[src/rtl/psc_pkg.sv]
// psc_pkg: shared types and constants of the proper divisor sum classifier
// no dependencies; used by psc_rem_unit, psc_acc and the top level
`default_nettype none

package psc_pkg;

  // result field widths
  localparam int unsigned SumW   = 20;
  localparam int unsigned CountW = 7;

  localparam logic [SumW-1:0]   SumMax   = {SumW{1'b1}};
  localparam logic [CountW-1:0] CountMax = {CountW{1'b1}};

  // sequencer states, one-hot
  typedef enum logic [3:0] {
    S_IDLE   = 4'b0001,
    S_LAUNCH = 4'b0010,
    S_DIV    = 4'b0100,
    S_DONE   = 4'b1000
  } state_e;

  // status from the bit-serial remainder unit
  typedef struct packed {
    logic done;
    logic is_zero;
  } rem_sts_t;

  // control towards the accumulators
  typedef struct packed {
    logic clear;
    logic add;
  } acc_ctl_t;

endpackage

`default_nettype wire

[src/rtl/psc_rem_unit.sv]
// psc_rem_unit: radix-2 restoring remainder, one dividend bit per cycle
// depends on psc_pkg (rem_sts_t)
`default_nettype none

module psc_rem_unit #(
  parameter int unsigned NUMBER_BITS = 16
) (
  input  wire logic                   clk_i,
  input  wire logic                   rst_ni,
  input  wire logic                   start_i,
  input  wire logic [NUMBER_BITS-1:0] dividend_i,
  input  wire logic [NUMBER_BITS-1:0] divisor_i,
  output psc_pkg::rem_sts_t           sts_o
);

  localparam int unsigned CntW = $clog2(NUMBER_BITS);

  logic [NUMBER_BITS-1:0] dvd_q, dvd_d;
  logic [NUMBER_BITS-1:0] div_q, div_d;
  logic [NUMBER_BITS-1:0] rem_q, rem_d;
  logic [CntW-1:0]        cnt_q, cnt_d;
  logic                   busy_q, busy_d;
  logic                   done_q, done_d;
  logic [NUMBER_BITS:0]   trial;
  logic [NUMBER_BITS:0]   diff;

  // bring down the next dividend bit and try the subtraction
  assign trial = {rem_q, dvd_q[NUMBER_BITS-1]};
  assign diff  = trial - {1'b0, div_q};

  always_comb begin
    dvd_d  = dvd_q;
    div_d  = div_q;
    rem_d  = rem_q;
    cnt_d  = cnt_q;
    busy_d = busy_q;
    done_d = 1'b0;
    if (start_i) begin
      dvd_d  = dividend_i;
      div_d  = divisor_i;
      rem_d  = '0;
      cnt_d  = CntW'(NUMBER_BITS - 1);
      busy_d = 1'b1;
    end else if (busy_q) begin
      dvd_d = {dvd_q[NUMBER_BITS-2:0], 1'b0};
      rem_d = diff[NUMBER_BITS] ? trial[NUMBER_BITS-1:0] : diff[NUMBER_BITS-1:0];
      cnt_d = cnt_q - 1'b1;
      if (cnt_q == '0) begin
        busy_d = 1'b0;
        done_d = 1'b1;
      end
    end
  end

  always_ff @(posedge clk_i or negedge rst_ni) begin
    if (!rst_ni) begin
      busy_q <= 1'b0;
      done_q <= 1'b0;
      cnt_q  <= '0;
    end else begin
      busy_q <= busy_d;
      done_q <= done_d;
      cnt_q  <= cnt_d;
    end
  end

  always_ff @(posedge clk_i) begin
    dvd_q <= dvd_d;
    div_q <= div_d;
    rem_q <= rem_d;
  end

  assign sts_o.done    = done_q;
  assign sts_o.is_zero = (rem_q == '0);

endmodule

`default_nettype wire

[src/rtl/psc_acc.sv]
// psc_acc: saturating divisor sum, divisor count and full-range sum for the test
// depends on psc_pkg (acc_ctl_t, SumW, CountW)
`default_nettype none

module psc_acc #(
  parameter int unsigned NUMBER_BITS = 16
) (
  input  wire logic                         clk_i,
  input  wire logic                         rst_ni,
  input  wire psc_pkg::acc_ctl_t            ctl_i,
  input  wire logic [NUMBER_BITS-1:0]       divisor_i,
  input  wire logic [NUMBER_BITS-1:0]       number_i,
  output logic      [psc_pkg::SumW-1:0]     sum_o,
  output logic      [psc_pkg::CountW-1:0]   count_o,
  output logic                              abundant_o
);

  localparam int unsigned AddW  =
    ((NUMBER_BITS > psc_pkg::SumW) ? NUMBER_BITS : psc_pkg::SumW) + 1;
  // aliquot sum tracked to two bits above n, held at all ones beyond
  localparam int unsigned FullW = NUMBER_BITS + 2;

  logic [psc_pkg::SumW-1:0]   sum_q, sum_d;
  logic [psc_pkg::CountW-1:0] count_q, count_d;
  logic [FullW-1:0]           full_q, full_d;
  logic [AddW-1:0]            sum_ext;
  logic [FullW:0]             full_ext;

  assign sum_ext  = AddW'(sum_q) + AddW'(divisor_i);
  assign full_ext = (FullW + 1)'(full_q) + (FullW + 1)'(divisor_i);

  always_comb begin
    sum_d   = sum_q;
    count_d = count_q;
    full_d  = full_q;
    if (ctl_i.clear) begin
      sum_d   = '0;
      count_d = '0;
      full_d  = '0;
    end else if (ctl_i.add) begin
      sum_d = (sum_ext > AddW'(psc_pkg::SumMax)) ? psc_pkg::SumMax
                                                  : sum_ext[psc_pkg::SumW-1:0];
      if (count_q != psc_pkg::CountMax) begin
        count_d = count_q + 1'b1;
      end
      full_d = full_ext[FullW] ? {FullW{1'b1}} : full_ext[FullW-1:0];
    end
  end

  always_ff @(posedge clk_i or negedge rst_ni) begin
    if (!rst_ni) begin
      sum_q   <= '0;
      count_q <= '0;
      full_q  <= '0;
    end else begin
      sum_q   <= sum_d;
      count_q <= count_d;
      full_q  <= full_d;
    end
  end

  assign sum_o      = sum_q;
  assign count_o    = count_q;
  assign abundant_o = (full_q > FullW'(number_i));

endmodule

`default_nettype wire

[src/rtl/proper_divisor_sum_classifier_unit.sv]
// proper_divisor_sum_classifier_unit: aliquot sum and abundant number test
// depends on psc_pkg, psc_rem_unit and psc_acc
//
// usage
//   slave channel: one word per number, n in s_axis_tdata_i[NUMBER_BITS-1:0]
//   master channel: one word per number, divisor sum in m_axis_tdata_o[19:0],
//   divisor count in [26:20], abundant flag in m_axis_tuser_o
//   a word moves on a clock edge where tvalid and tready are both high
// operation
//   every trial divisor d = 1 .. n-1 goes through the bit-serial remainder
//   unit: S_LAUNCH starts it, the unit shifts in the dividend bit by bit and
//   S_DIV takes the remainder when the unit is done; n of 0 or 1 skips the trials
//   worst case for 16 bits: 65534 trials
//   one number is worked on at a time; s_axis_tready_o is high while idle
// stalls
//   the result sits in an output register; the next number is accepted while
//   it waits, and a finished result is held back only if the register is full
// reset
//   rst_ni clears the sequencer, the accumulators and the output valid
`default_nettype none

module proper_divisor_sum_classifier_unit #(
  parameter int unsigned NUMBER_BITS = 16
) (
  input  wire logic                                clk_i,
  input  wire logic                                rst_ni,
  // slave side: number, zero-padded to whole bytes
  input  wire logic                                s_axis_tvalid_i,
  output logic                                     s_axis_tready_o,
  input  wire logic [((NUMBER_BITS+7)/8)*8-1:0]    s_axis_tdata_i,  // number
  // master side
  output logic                                     m_axis_tvalid_o,
  input  wire logic                                m_axis_tready_i,
  output logic [31:0]                              m_axis_tdata_o,  // divisor_sum, divisor_count
  output logic [0:0]                               m_axis_tuser_o   // is_abundant
);

  localparam int unsigned OutPad = 32 - psc_pkg::SumW - psc_pkg::CountW;

  psc_pkg::state_e          state_q, state_d;
  logic [NUMBER_BITS-1:0]   number_q, number_d;
  logic [NUMBER_BITS-1:0]   trial_q, trial_d;       // current trial divisor
  logic [NUMBER_BITS-1:0]   trial_next;
  psc_pkg::rem_sts_t        rem_sts;
  psc_pkg::acc_ctl_t        acc_ctl;
  logic                     rem_start;
  logic [psc_pkg::SumW-1:0]   sum;
  logic [psc_pkg::CountW-1:0] count;
  logic                     abundant;

  // output register
  logic                       out_valid_q, out_valid_d;
  logic [psc_pkg::SumW-1:0]   out_sum_q, out_sum_d;
  logic [psc_pkg::CountW-1:0] out_count_q, out_count_d;
  logic                       out_abund_q, out_abund_d;
  logic                       out_free;
  logic                       in_take;

  assign in_take    = s_axis_tvalid_i & s_axis_tready_o;
  assign out_free   = ~out_valid_q | m_axis_tready_i;
  assign trial_next = trial_q + 1'b1;

  psc_rem_unit #(
    .NUMBER_BITS(NUMBER_BITS)
  ) u_rem (
    .clk_i      (clk_i),
    .rst_ni     (rst_ni),
    .start_i    (rem_start),
    .dividend_i (number_q),
    .divisor_i  (trial_q),
    .sts_o      (rem_sts)
  );

  psc_acc #(
    .NUMBER_BITS(NUMBER_BITS)
  ) u_acc (
    .clk_i      (clk_i),
    .rst_ni     (rst_ni),
    .ctl_i      (acc_ctl),
    .divisor_i  (trial_q),
    .number_i   (number_q),
    .sum_o      (sum),
    .count_o    (count),
    .abundant_o (abundant)
  );

  // sequencer
  always_comb begin
    state_d         = state_q;
    number_d        = number_q;
    trial_d         = trial_q;
    rem_start       = 1'b0;
    acc_ctl.clear   = 1'b0;
    acc_ctl.add     = 1'b0;
    out_valid_d     = out_valid_q & ~m_axis_tready_i;
    out_sum_d       = out_sum_q;
    out_count_d     = out_count_q;
    out_abund_d     = out_abund_q;
    s_axis_tready_o = (state_q == psc_pkg::S_IDLE);
    unique case (state_q)
      psc_pkg::S_IDLE: begin
        if (s_axis_tvalid_i) begin
          number_d      = s_axis_tdata_i[NUMBER_BITS-1:0];
          trial_d       = '0;
          acc_ctl.clear = 1'b1;
          // no trial divisor below two
          if (s_axis_tdata_i[NUMBER_BITS-1:1] == '0) begin
            state_d = psc_pkg::S_DONE;
          end else begin
            trial_d = NUMBER_BITS'(1);
            state_d = psc_pkg::S_LAUNCH;
          end
        end
      end
      psc_pkg::S_LAUNCH: begin
        rem_start = 1'b1;
        state_d   = psc_pkg::S_DIV;
      end
      psc_pkg::S_DIV: begin
        if (rem_sts.done) begin
          acc_ctl.add = rem_sts.is_zero;
          if (trial_next == number_q) begin
            state_d = psc_pkg::S_DONE;
          end else begin
            trial_d = trial_next;
            state_d = psc_pkg::S_LAUNCH;
          end
        end
      end
      psc_pkg::S_DONE: begin
        if (out_free) begin
          out_valid_d = 1'b1;
          out_sum_d   = sum;
          out_count_d = count;
          out_abund_d = abundant;
          state_d     = psc_pkg::S_IDLE;
        end
      end
      default: begin
        state_d = psc_pkg::S_IDLE;
      end
    endcase
  end

  always_ff @(posedge clk_i or negedge rst_ni) begin
    if (!rst_ni) begin
      state_q     <= psc_pkg::S_IDLE;
      trial_q     <= '0;
      out_valid_q <= 1'b0;
    end else begin
      state_q     <= state_d;
      trial_q     <= trial_d;
      out_valid_q <= out_valid_d;
    end
  end

  always_ff @(posedge clk_i) begin
    number_q    <= number_d;
    out_sum_q   <= out_sum_d;
    out_count_q <= out_count_d;
    out_abund_q <= out_abund_d;
  end

  assign m_axis_tvalid_o = out_valid_q;
  assign m_axis_tdata_o  = {{OutPad{1'b0}}, out_count_q, out_sum_q};
  assign m_axis_tuser_o  = out_abund_q;

  // remainder results only arrive while a trial is outstanding
  a_done_in_div : assert property (@(posedge clk_i) disable iff (!rst_ni)
    rem_sts.done |-> (state_q == psc_pkg::S_DIV))
    else $error("remainder done outside trial state");

  // trial divisor stays a proper divisor candidate
  a_trial_range : assert property (@(posedge clk_i) disable iff (!rst_ni)
    (state_q == psc_pkg::S_DIV) |-> (trial_q < number_q && trial_q != '0))
    else $error("trial divisor out of range");

  // an accepted number always starts work
  a_accept_busy : assert property (@(posedge clk_i) disable iff (!rst_ni)
    in_take |=> (state_q != psc_pkg::S_IDLE))
    else $error("accepted number left idle");

endmodule

`default_nettype wire

[config.mk]
export PLATFORM = sky130hd
export DESIGN_NAME = proper_divisor_sum_classifier_unit
export DESIGN_NICKNAME = d
export VERILOG_FILES = /design/src/rtl/psc_pkg.sv /design/src/rtl/psc_rem_unit.sv /design/src/rtl/psc_acc.sv /design/src/rtl/proper_divisor_sum_classifier_unit.sv
export SDC_FILE = /design/constraint.sdc
export NUM_CORES = 1
export LEC_CHECK = 0
export ABC_AREA = 0
export BUFFER_PORTS_ARGS = -buffer_cell sky130_fd_sc_hd__buf_2
export CELL_PAD_IN_SITES_DETAIL_PLACEMENT = 1
export CELL_PAD_IN_SITES_GLOBAL_PLACEMENT = 2
export CORE_MARGIN = 4
export CORE_UTILIZATION = 28
export CTS_CLUSTER_SIZE = 8
export DETAILED_ROUTE_END_ITERATION = 8
export GPL_ROUTABILITY_DRIVEN = 0
export HOLD_SLACK_MARGIN = 0.03
export MAX_ROUTING_LAYER = met4
export PLACE_DENSITY_LB_ADDON = 0.1
export SLEW_MARGIN = 40
export SYNTH_ARGS = -nofsm -noshare
export SYNTH_HDL_FRONTEND = slang
export SYNTH_SLANG_ARGS = --single-unit
[constraint.sdc]
create_clock -name clk_i -period 4.3 [get_ports clk_i]
set_input_delay 0.215 -clock clk_i [delete_from_list [all_inputs] [get_ports clk_i]]
set_output_delay 0.215 -clock clk_i [all_outputs]
set_load 0.03 [all_outputs]
==> impl_metrics.yaml <==
outcome:
  status: "finished clean"
route:
  avgViaCountPerCell: 5.01
  drc_errors: 0
  drt-pass1-iter-count: 4
  wl_per_cell_um: 20.2
  vias: 7513
  routed_wl_um: 30200
  dr.first_iter.drc_count: 306
  drtAntennaViolNets: 0
worst_setup_path:
  startpoint_type: "flop"
  worstPathRequired_ns: 4.65
  cp_slowest_stage_delay_ns: 0.68
  critical_path.slowest_cell: "dfrtp_1"
  end_kind: "flop"
  critPathArrivalTime_ns: 3.85
  path_cells: "ha_1 > nand2_1 > nor2_1 > nand3_1 > xnor2_1 > nor4_2 > nand4_4 > a21oi_2 > buf_4 > o21ai_1 > o31ai_1"
  cp_max_fo: 9
  crit_type: "reg2reg"
logic_synthesis:
  syn-cell-area_sq_um: 9520
  synth_top_area_frac: 0.240
  synth_edf_count: 76
  ys_top_cells_by_count: "a21oi_1 (94), nand2_1 (78), edfxtp_1 (76)"
  ys.flop_type: "edfxtp_1"
  synth_cells: 958
  ys_seq_elements: 164
  async_flop_share: 0.439
  synth_cell_type_count: 73
  synth_area_leaders: "edfxtp_1 (24%), dfrtp_1 (19%), ha_1 (8.8%)"
  ys_seq_area_frac: 0.463
  yosysMostFrequentCell: "a21oi_1"
  yosys_warnings: 0
  avgSynthCellArea_sq_um: 9.94
  synth_top_area_cell: "edfxtp_1"
place:
  place_inst: 1449
  dp_hpwl_um: 21700
  port_buffers: 49
  place_area_sq_um: 10400
run:
  max_cap_violations: 0
timing:
  worst_pin_slew_ns: 0.675
  min_period_ns: 3.49
  rsz0062_at_grt: "false"
  max_clock_freq_mhz: 286
  hold_viol_final: 0
  maxSlewViolCount: 0
  post-route-period-util: 0.813
  max_slew_margin: 0.538
  fin_skew_ns: 0.0100
  finalSetupViolations: 0
  fin_tns_setup_ns: 0
layout:
  regArea_sq_um: 4410
  fillers: 3843
  syn2layout_area_growth_pct: 16.8
  multi_input_area_sq_um: 4760
  finalNonFillerCells: 1499
  nets: 1127
  post-route-cell-area_sq_um: 11100
  drive_gt1_frac: 0.124
clock_network:
  clock_sinks: 164
  ctsRootBufferMaster: "clkbuf_16"
  htree_levels: 4
  clk_path_buf_depth: 2
  clkTransAtPathRegs_ns: 0.07
  tritoncts: "yes"
  clk_latency_ns: 0.44
  cts_buffers: 17
  cts_setup_buffers: 0
grt:
  grt_pass1_wl_um: 48100
  overflow: 0
  grt_usage: 0.175
  grt_antenna_before_repair: 0
  first_global_vias: 7964
  grt_max_degree: 53
die:
  die_x_um: 192
  die_area_sq_um: 37000
  die_h_um: 192
  fp-row-count: 67
  core_area_sq_um: 33500
  initial_core_util: 0.284
  ioPinCount: 55
power_and_ir_drop:
  power_density_nw_per_um2: 513
  p_leak_nw: 4.98
  peakVddDrop_mv: 0.275
worst_hold_path:
  min_path_type: "in2reg"
==> cell type report <==
class                           count  share of cell area
Timing Repair Buffer               93              0.0558
Clock inverter                     15              0.0134
Clock buffer                       17              0.0382
Multi-Input combinational cell    707               0.428
Sequential cell                   164               0.396
Antenna cell                        1            0.000225
Tap cell                          448              0.0504
Inverter                           54              0.0182
==> power breakdown <==
group | switching, mW | total (mW) | internal, mW
clock | 0.720 | 1.53 | 0.814
combinational | 1.15 | 1.94 | 0.791
sequential | 0.254 | 2.24 | 1.98
==> registers in the layout, summed over array words and instances, names as in the netlist, 16 cells and up <==
signal	cells
number_q	16
out_sum_q	20
trial_q	16
u_acc.full_q	18
u_acc.sum_o	20
u_rem.div_q	16
u_rem.dvd_q	16
u_rem.rem_q	16
==> layout by cell type, fill, tap and decap left out, types with 5 or more instances in the layout <==
master / n
dlygate4sd3_1: 17
edfxtp_1: 76
a21oi_1: 94
nor2b_1: 10
a211oi_1: 9
o211ai_1: 7
conb_1: 5
buf_2: 48
dfxtp_1: 16
nor2_1: 53
dfrtp_1: 70
or2_2: 5
o21ai_0: 74
buf_4: 28
nand4_1: 18
nor4b_1: 5
and3_1: 9
ha_1: 67
a31oi_1: 17
xnor2_1: 43
or3_1: 6
inv_6: 5
nand2b_1: 12
a21o_1: 20
o21a_1: 8
xor2_1: 22
clkbuf_16: 17
nor4_1: 9
o31ai_1: 5
nor3_1: 17
mux2i_1: 12
inv_1: 54
o21ai_1: 11
nand3_1: 27
nand2_1: 78
==> kinds of logic after synthesis <==
kind of cell    count (synthesis)  synth area share
other cells                     1          0.000394
xor+xnor                       65            0.0598
mux                            14            0.0150
buf+inv                        91            0.0403
compound gates                275             0.174
flops                         164             0.463
fa+ha+maj                      70            0.0943
simple gates                  278             0.153
==> critical path, delay by kind of cell (launching register included) <==
kind / cells / cell delay (ns)
buffers and inverters: 1 / 0.23
xor gates and xnor gates: 1 / 0.20
and+or+nand+nor: 5 / 1.34
adders and majority gates: 1 / 0.41
AOI/OAI and AO/OA: 3 / 0.53
DFF: 1 / 0.68
==> metal layers <==
metal | wire [um] | global-route usage
met1 | 15100 | 0.241
met2 | 14400 | 0.275
met3 | 457 | 0.0262
met4 | 284 | 0.0354
met5 | 0 | -
==> metrics by stage <==
stage / hold WS [ns] / util / setup WS (ns) / power (mW)
finish: 0.0942 / 0.332 / 0.805 / 5.71
global placement: 0.247 / 0.309 / 0.839 / 4.20
global route: 0.101 / 0.332 / 0.540 / 6.15
floorplan: -0.0806 / - / 1.09 / 3.69
detailed placement: 0.251 / 0.309 / 0.804 / 4.23
CTS: 0.0775 / 0.332 / 0.793 / 5.81
==> path summary, 6_finish.rpt <==
check / startpoint / endpoint / slack [ns] / cells after the start
min in group asynchronous: rst_ni / u_acc.sum_o[8] / 0.30 / 2
hold reg to reg: u_acc.count_o[6] / out_count_q[6] / 0.49 / 0
setup reg to reg: trial_q[0] / trial_q[7] / 0.81 / 11
setup / recovery: trial_q[0] / trial_q[7] / 0.81 / 11
hold / removal: m_axis_tready_i / m_axis_tvalid_o / 0.09 / 3
max in group asynchronous: rst_ni / u_rem.busy_q / 3.01 / 3
==> what timing repair did <==
action / CTS / global route
hold buffers: 17 / 0
hold endpoints to repair: 50 / 0
resized for setup: 0 / 0
Note: power is estimated with default switching activity, not from simulation.
